$ cat src/hdl/ics_pkg.sv
// Shared constants and types for the input completeness scanner.
`timescale 1ns / 1ps

package ics_pkg;

    localparam int DEPTH_BITS = 8;
    localparam logic [DEPTH_BITS-1:0] DEPTH_MAX = {DEPTH_BITS{1'b1}};

    localparam logic ACT_FEED  = 1'b0;
    localparam logic ACT_CLEAR = 1'b1;

    localparam logic [7:0] CH_LPAREN = 8'h28;
    localparam logic [7:0] CH_RPAREN = 8'h29;
    localparam logic [7:0] CH_LBRACK = 8'h5B;
    localparam logic [7:0] CH_RBRACK = 8'h5D;
    localparam logic [7:0] CH_LBRACE = 8'h7B;
    localparam logic [7:0] CH_RBRACE = 8'h7D;
    localparam logic [7:0] CH_BAR    = 8'h7C;
    localparam logic [7:0] CH_QUOTE  = 8'h22;
    localparam logic [7:0] CH_BSLASH = 8'h5C;
    localparam logic [7:0] CH_STAR   = 8'h2A;
    localparam logic [7:0] CH_SLASH  = 8'h2F;
    localparam logic [7:0] CH_NL     = 8'h0A;

    typedef logic [DEPTH_BITS-1:0] depth_t;

    typedef struct packed {
        depth_t paren_depth;
        depth_t bracket_depth;
        depth_t brace_count;
        logic   bar_open;
        logic   string_open;
        logic   escape_pending;
        logic   line_comment_open;
        logic   block_comment_open;
        logic   slash_pending;
        logic   star_pending;
        logic   overflow_seen;
    } scan_state_t;

    typedef struct packed {
        logic complete;
        logic inside_string;
        logic inside_comment;
        logic depth_overflow;
    } scan_result_t;

    localparam scan_state_t SCAN_STATE_CLEAR = '0;

endpackage

$ cat src/hdl/ics_step.sv
// Next-state and result logic for one scanned item.
`timescale 1ns / 1ps

module ics_step (
    input  logic                action,
    input  logic [7:0]          char_byte,
    input  ics_pkg::scan_state_t cur_state,
    output ics_pkg::scan_state_t new_state,
    output ics_pkg::scan_result_t result
);
    import ics_pkg::*;

    scan_state_t s;
    logic        normal;

    always_comb
    begin
        s      = cur_state;
        normal = 1'b0;
        if (action == ACT_CLEAR)
        begin
            s = SCAN_STATE_CLEAR;
        end
        else if (cur_state.line_comment_open)
        begin
            if (char_byte == CH_NL)
                s.line_comment_open = 1'b0;
        end
        else if (cur_state.block_comment_open)
        begin
            s.star_pending = 1'b0;
            if (cur_state.star_pending && char_byte == CH_SLASH)
                s.block_comment_open = 1'b0;
            else if (char_byte == CH_STAR)
                s.star_pending = 1'b1;
        end
        else if (cur_state.string_open)
        begin
            if (cur_state.escape_pending)
                s.escape_pending = 1'b0;
            else if (char_byte == CH_BSLASH)
                s.escape_pending = 1'b1;
            else if (char_byte == CH_QUOTE)
                s.string_open = 1'b0;
        end
        else
        begin
            s.slash_pending = 1'b0;
            // slash-star opens a block comment and eats the star
            if (cur_state.slash_pending && char_byte == CH_STAR)
            begin
                s.block_comment_open = 1'b1;
                s.star_pending       = 1'b0;
            end
            else
            begin
                normal = 1'b1;
            end
        end

        if (normal)
        begin
            case (char_byte)
                CH_BSLASH: s.line_comment_open = 1'b1;
                CH_SLASH:  s.slash_pending = 1'b1;
                CH_LPAREN:
                begin
                    if (cur_state.paren_depth == DEPTH_MAX)
                        s.overflow_seen = 1'b1;
                    else
                        s.paren_depth = cur_state.paren_depth + depth_t'(1);
                end
                CH_RPAREN:
                begin
                    if (cur_state.paren_depth != '0)
                        s.paren_depth = cur_state.paren_depth - depth_t'(1);
                end
                CH_QUOTE:
                begin
                    s.string_open    = 1'b1;
                    s.escape_pending = 1'b0;
                end
                CH_LBRACK:
                begin
                    if (cur_state.bracket_depth == DEPTH_MAX)
                        s.overflow_seen = 1'b1;
                    else
                        s.bracket_depth = cur_state.bracket_depth + depth_t'(1);
                end
                CH_RBRACK:
                begin
                    if (cur_state.bracket_depth != '0)
                        s.bracket_depth = cur_state.bracket_depth - depth_t'(1);
                end
                CH_LBRACE:
                begin
                    if (cur_state.brace_count == DEPTH_MAX)
                        s.overflow_seen = 1'b1;
                    else
                        s.brace_count = cur_state.brace_count + depth_t'(1);
                end
                CH_RBRACE:
                begin
                    if (cur_state.brace_count != '0)
                        s.brace_count = cur_state.brace_count - depth_t'(1);
                end
                CH_BAR:    s.bar_open = ~cur_state.bar_open;
                default:   ;
            endcase
        end
    end

    assign new_state = s;

    assign result.complete = !s.string_open && !s.escape_pending && !s.line_comment_open &&
                             !s.block_comment_open && s.paren_depth == '0 &&
                             s.bracket_depth == '0 && s.brace_count == '0 && !s.bar_open;
    assign result.inside_string  = s.string_open;
    assign result.inside_comment = s.line_comment_open || s.block_comment_open;
    assign result.depth_overflow = s.overflow_seen;

endmodule

$ cat src/hdl/input_completeness_scanner.sv
// Top level of the input completeness scanner: input register, scan state, result register.
// out_valid rises once the item has moved from the input register into the result register.
// Throughput: one item per cycle while out_stall is low; the scan state loop runs via state_reg.
// in_stall rises only while the result register holds an item and out_stall is high.
// Reset (rst_n low, asynchronous) clears the scan state and both valid flags.
// A clear action returns the scan state to its reset value.
`timescale 1ns / 1ps

module input_completeness_scanner (
    input  logic       clk,
    input  logic       rst_n,
    input  logic       in_valid,
    output logic       in_stall,
    input  logic       action,
    input  logic [7:0] char_byte,
    output logic       out_valid,
    input  logic       out_stall,
    output logic       complete,
    output logic       inside_string,
    output logic       inside_comment,
    output logic       depth_overflow
);
    import ics_pkg::*;

    logic         in_valid_reg;
    logic         action_reg;
    logic [7:0]   char_reg;
    scan_state_t  state_reg;
    scan_state_t  state_next;
    scan_result_t result_next;
    scan_result_t result_reg;
    logic         out_valid_reg;

    logic out_load;
    logic in_load;
    logic step_fire;

    assign out_load  = !out_valid_reg || !out_stall;
    assign in_load   = !in_valid_reg || out_load;
    assign step_fire = in_valid_reg && out_load;
    assign in_stall  = !in_load;

    ics_step u_step (
        .action    (action_reg),
        .char_byte (char_reg),
        .cur_state (state_reg),
        .new_state (state_next),
        .result    (result_next)
    );

    always_ff @(posedge clk or negedge rst_n)
    begin
        if (!rst_n)
        begin
            in_valid_reg  <= 1'b0;
            out_valid_reg <= 1'b0;
            state_reg     <= SCAN_STATE_CLEAR;
        end
        else
        begin
            if (in_load)
                in_valid_reg <= in_valid;
            if (out_load)
                out_valid_reg <= in_valid_reg;
            if (step_fire)
                state_reg <= state_next;
        end
    end

    always_ff @(posedge clk)
    begin
        if (in_load && in_valid)
        begin
            action_reg <= action;
            char_reg   <= char_byte;
        end
        if (step_fire)
            result_reg <= result_next;
    end

    assign out_valid      = out_valid_reg;
    assign complete       = result_reg.complete;
    assign inside_string  = result_reg.inside_string;
    assign inside_comment = result_reg.inside_comment;
    assign depth_overflow = result_reg.depth_overflow;

    a_escape_in_string: assert property (@(posedge clk) disable iff (!rst_n)
        state_reg.escape_pending |-> state_reg.string_open)
        else $error("escape pending outside a string");

    a_star_in_block: assert property (@(posedge clk) disable iff (!rst_n)
        state_reg.star_pending |-> state_reg.block_comment_open)
        else $error("star pending outside a block comment");

    a_slash_plain: assert property (@(posedge clk) disable iff (!rst_n)
        state_reg.slash_pending |-> !state_reg.string_open &&
            !state_reg.line_comment_open && !state_reg.block_comment_open)
        else $error("slash pending inside a string or comment");

    a_complete_clean: assert property (@(posedge clk) disable iff (!rst_n)
        out_valid_reg && result_reg.complete |-> !result_reg.inside_string &&
            !result_reg.inside_comment)
        else $error("complete reported with a string or comment open");

    a_overflow_sticky: assert property (@(posedge clk) disable iff (!rst_n)
        step_fire && action_reg == ACT_FEED && state_reg.overflow_seen
            |=> state_reg.overflow_seen)
        else $error("overflow flag dropped without a clear");

endmodule
$ cat config.mk
export PLATFORM = sky130hd
export DESIGN_NAME = input_completeness_scanner
export DESIGN_NICKNAME = d
export VERILOG_FILES = /design/src/hdl/ics_pkg.sv /design/src/hdl/ics_step.sv /design/src/hdl/input_completeness_scanner.sv
export SDC_FILE = /design/constraint.sdc
export NUM_CORES = 1
export LEC_CHECK = 0
export BUFFER_PORTS_ARGS = -buffer_cell sky130_fd_sc_hd__buf_2
export CORE_MARGIN = 3
export CORE_UTILIZATION = 56
export CTS_CLUSTER_DIAMETER = 50
export DETAILED_ROUTE_END_ITERATION = 8
export GPL_ROUTABILITY_DRIVEN = 0
export MAX_ROUTING_LAYER = met4
export PLACE_DENSITY = 0.77
export SYNTH_ARGS = -nofsm -noshare
export SYNTH_HDL_FRONTEND = slang
export SYNTH_SLANG_ARGS = --single-unit
export TNS_END_PERCENT = 20
$ cat constraint.sdc
create_clock -name clk -period 2.2 [get_ports clk]
set_input_delay 0.22 -clock clk [delete_from_list [all_inputs] [get_ports clk]]
set_output_delay 0.22 -clock clk [all_outputs]
set_load 0.01 [all_outputs]
==> results.ini <==
[logic_synthesis]
synth_common_cells=nand2_1, o21ai_0, dfrtp_1, nor2_1, nand3_1
synthArstFlopShare_pct=72.3
synth_cells=449
synth_top_area_share_pct=23.0
synth-seq-area-share_pct=33.6
synth_top_cells_by_area=dfrtp_1, edfxtp_1, o21ai_0, nand2_1, nor2_1
yosysMostFrequentCell=nand2_1
syn_area_sq_um=3690
ys_types=74
synth-edff-count=13
avgSynthCellArea_sq_um=8.22
synth_area_leader_cell=dfrtp_1
synth_flop_cell=dfrtp_1
ys_ff_latch=47
syn-num-nets=471
synth_warnings=0

[hold_path]
hp-class=input pin to asynchronous set/reset pin

[drt]
routed_via_density=7.36
wirelength_mm=15.7
drtAntennaViolNets=0
dr.pass1.iters=9
avgRoutedWirePerCell_microns=23.5
route.detailed.drc=47
vias=4899
drt-initial-drc-count=653

[global_route]
track_usage_pct=38.1
grt_overflow_total=0
grt_max_degree=49
antenna_found_initial=0
first_global_vias=4486
grt_pass1_wl_mm=22.2

[setup_path]
r2r-end=complete
crit_required_ns=2.33
path_common_cell=buf_4
max_stage_delay_ns=0.43
critPathKind=flop to flop
cp_max_fo=7
cp_cell_sequence=buf_4 > nor3_4 > buf_4 > a311oi_1 > a31oi_1 > o221ai_2 > a2111oi_4 > buf_4 > and4_1 > nand4_1 > nor4_2
startpoint_type=flop
reg2reg_setup_slack_ns=-0.65
arrival_ns=2.98
ff2ff_path_depth=11
endpoint_kind=flop
cpMaxStageDelayCell=edfxtp_1
rr_startpoint=char_reg[6]

[finish]
fin_cells=666
area_growth_pct=44.8
antennaDiodeCount=0
largest_reg_flops=32
final_nets=612
drive_above_1_share_pct=42.0

[status]
status=finished with violations
violations=design-rule violations, negative hold slack, negative setup slack

[floorplan]
ioPinCount=19
fp-row-count=28
die_h_microns=87.2
die_area_sq_um=7600
die_w_microns=87.2
start_util_pct=59.9
design.core.area_sq_um=6170

[power_and_ir_drop]
power_frac_comb_pct=25.0
clockPowerShare_pct=30.9
netSwitchingPower_mw=0.702
sw_frac_of_total_pct=31.8
vdd_ir_drop_max_v=0.000446
p_int_mw=1.50
seqPwrFrac_pct=44.1
cellLeakagePower_nw=2.24
powerDensity_nw_per_um2=413

[clock_network]
clock_latency_ns=0.31
cts_tree=done
clk_pin_slew_ns=0.11
cts_sinks=47
clockBufferDepth=2
root_buffer=clkbuf_8
cts_made_buffers=5
cts-htree-levels=2

[timing]
hold_violations=15
timing.final.ws_setup_ns=-0.648
drv_slew=0
finalSetupViolations=20
rsz0062_at_grt=yes
period_needed_ns=2.85
fin_skew_ns=0.0162
fin_crit_sh_pct=129
worstMarginPinSlew_ns=0.829
fmax_mhz=351
holdWs_ns=-0.00443
fin_tns_setup_ns=-2.62
relSlewSlack_pct=44.7

[place]
dp.cells=644
io_buffers=18
dp_hpwl_mm=8.79

[run]
maxCapViolCount=0

==> placed cells by master, fill, tap and decap left out, drive strengths merged, types with 8 or more instances in the layout <==
| cell type | n |
|---|---|
| a211oi | 8 |
| a21oi | 14 |
| buf | 165 |
| dfrtp | 34 |
| edfxtp | 13 |
| ha | 9 |
| inv | 19 |
| nand2 | 56 |
| nand3 | 24 |
| nand4 | 8 |
| nor2 | 35 |
| nor3 | 17 |
| nor4 | 9 |
| o21ai | 44 |
| or3 | 9 |
==> cell families after synthesis <==
group | share of synthesized area (%)
flip-flops | 33.6
AO/OA/AOI/OAI | 25.1
multiplexers | 1.36
XOR/XNOR | 2.13
adder cells (fa/ha/maj) | 3.05
buffers and inverters | 5.63
AND/OR/NAND/NOR | 29.1
==> repair_timing <==
action / 4_1_cts / 5_1_grt
resized for setup: 30 / 57
hold buffers: 0 / 0
setup buffers: 6 / 8
endpoints found under the setup margin: 17 / 26
endpoints found under the hold margin: 0 / 0
pin swaps: 13 / 12
==> worst max-delay path by stage <==
stage,from,endpoint,slack (ns)
finish,char_reg[6],complete,-0.65
global route,char_reg[4],complete,-0.71
CTS,char_reg[4],complete,-0.32
detailed placement,char_reg[4],complete,-0.41
global placement,char_reg[7],complete,-0.33
floorplan,state_reg[16],complete,-0.12
==> per-stage QoR <==
stage	cell area, sq um	setup WS [ns]	hold WS [ns]	power [mW]	utilization (%)
floorplan	3730	-0.118	-0.0756	1.21	-
global placement	4780	-0.333	0.342	1.41	77.6
detailed placement	4780	-0.413	0.350	1.42	77.6
CTS	5060	-0.321	0.0161	2.10	82.1
global route	5350	-0.709	0.0484	2.25	86.7
finish	5350	-0.648	-0.00443	2.21	86.7
==> cell type report <==
type / instances / area [sq um]
clock buffers: 5 / 68.8
repair buffers: 165 / 1240
flip-flops and latches: 47 / 1240
well taps: 75 / 93.8
inverters: 18 / 67.6
fillers: 283 / 818
clock inverters: 3 / 46.3
multi-input cells: 353 / 2590
==> critical path: cells and delay by family (launching register included) <==
family,cells,cell delay (ns)
AO/OA/AOI/OAI,4,0.99
buffers and inverters,3,0.54
flip-flops,1,0.43
AND/OR/NAND/NOR,4,0.72
==> layer usage <==
| metal | vias to the layer above | global-route usage [%] | wire (microns) |
|---|---|---|---|
| met4 | 0 | 20.1 | 1430 |
| met5 | - | - | 0 |
| met1 | 2209 | 46.6 | 5300 |
| met2 | 513 | 61.1 | 7010 |
| li1 | 1985 | - | - |
| met3 | 192 | 5.49 | 1930 |
==> power groups by stage <==
stage	Clock, mW	Combinational, mW	Sequential [mW]
global placement	0	0.426	0.983
global route	0.707	0.572	0.975
detailed placement	0	0.440	0.985
finish	0.682	0.552	0.972
CTS	0.669	0.464	0.968
floorplan	0	0.228	0.984
No activity file was read; power rests on OpenSTA's default activity.
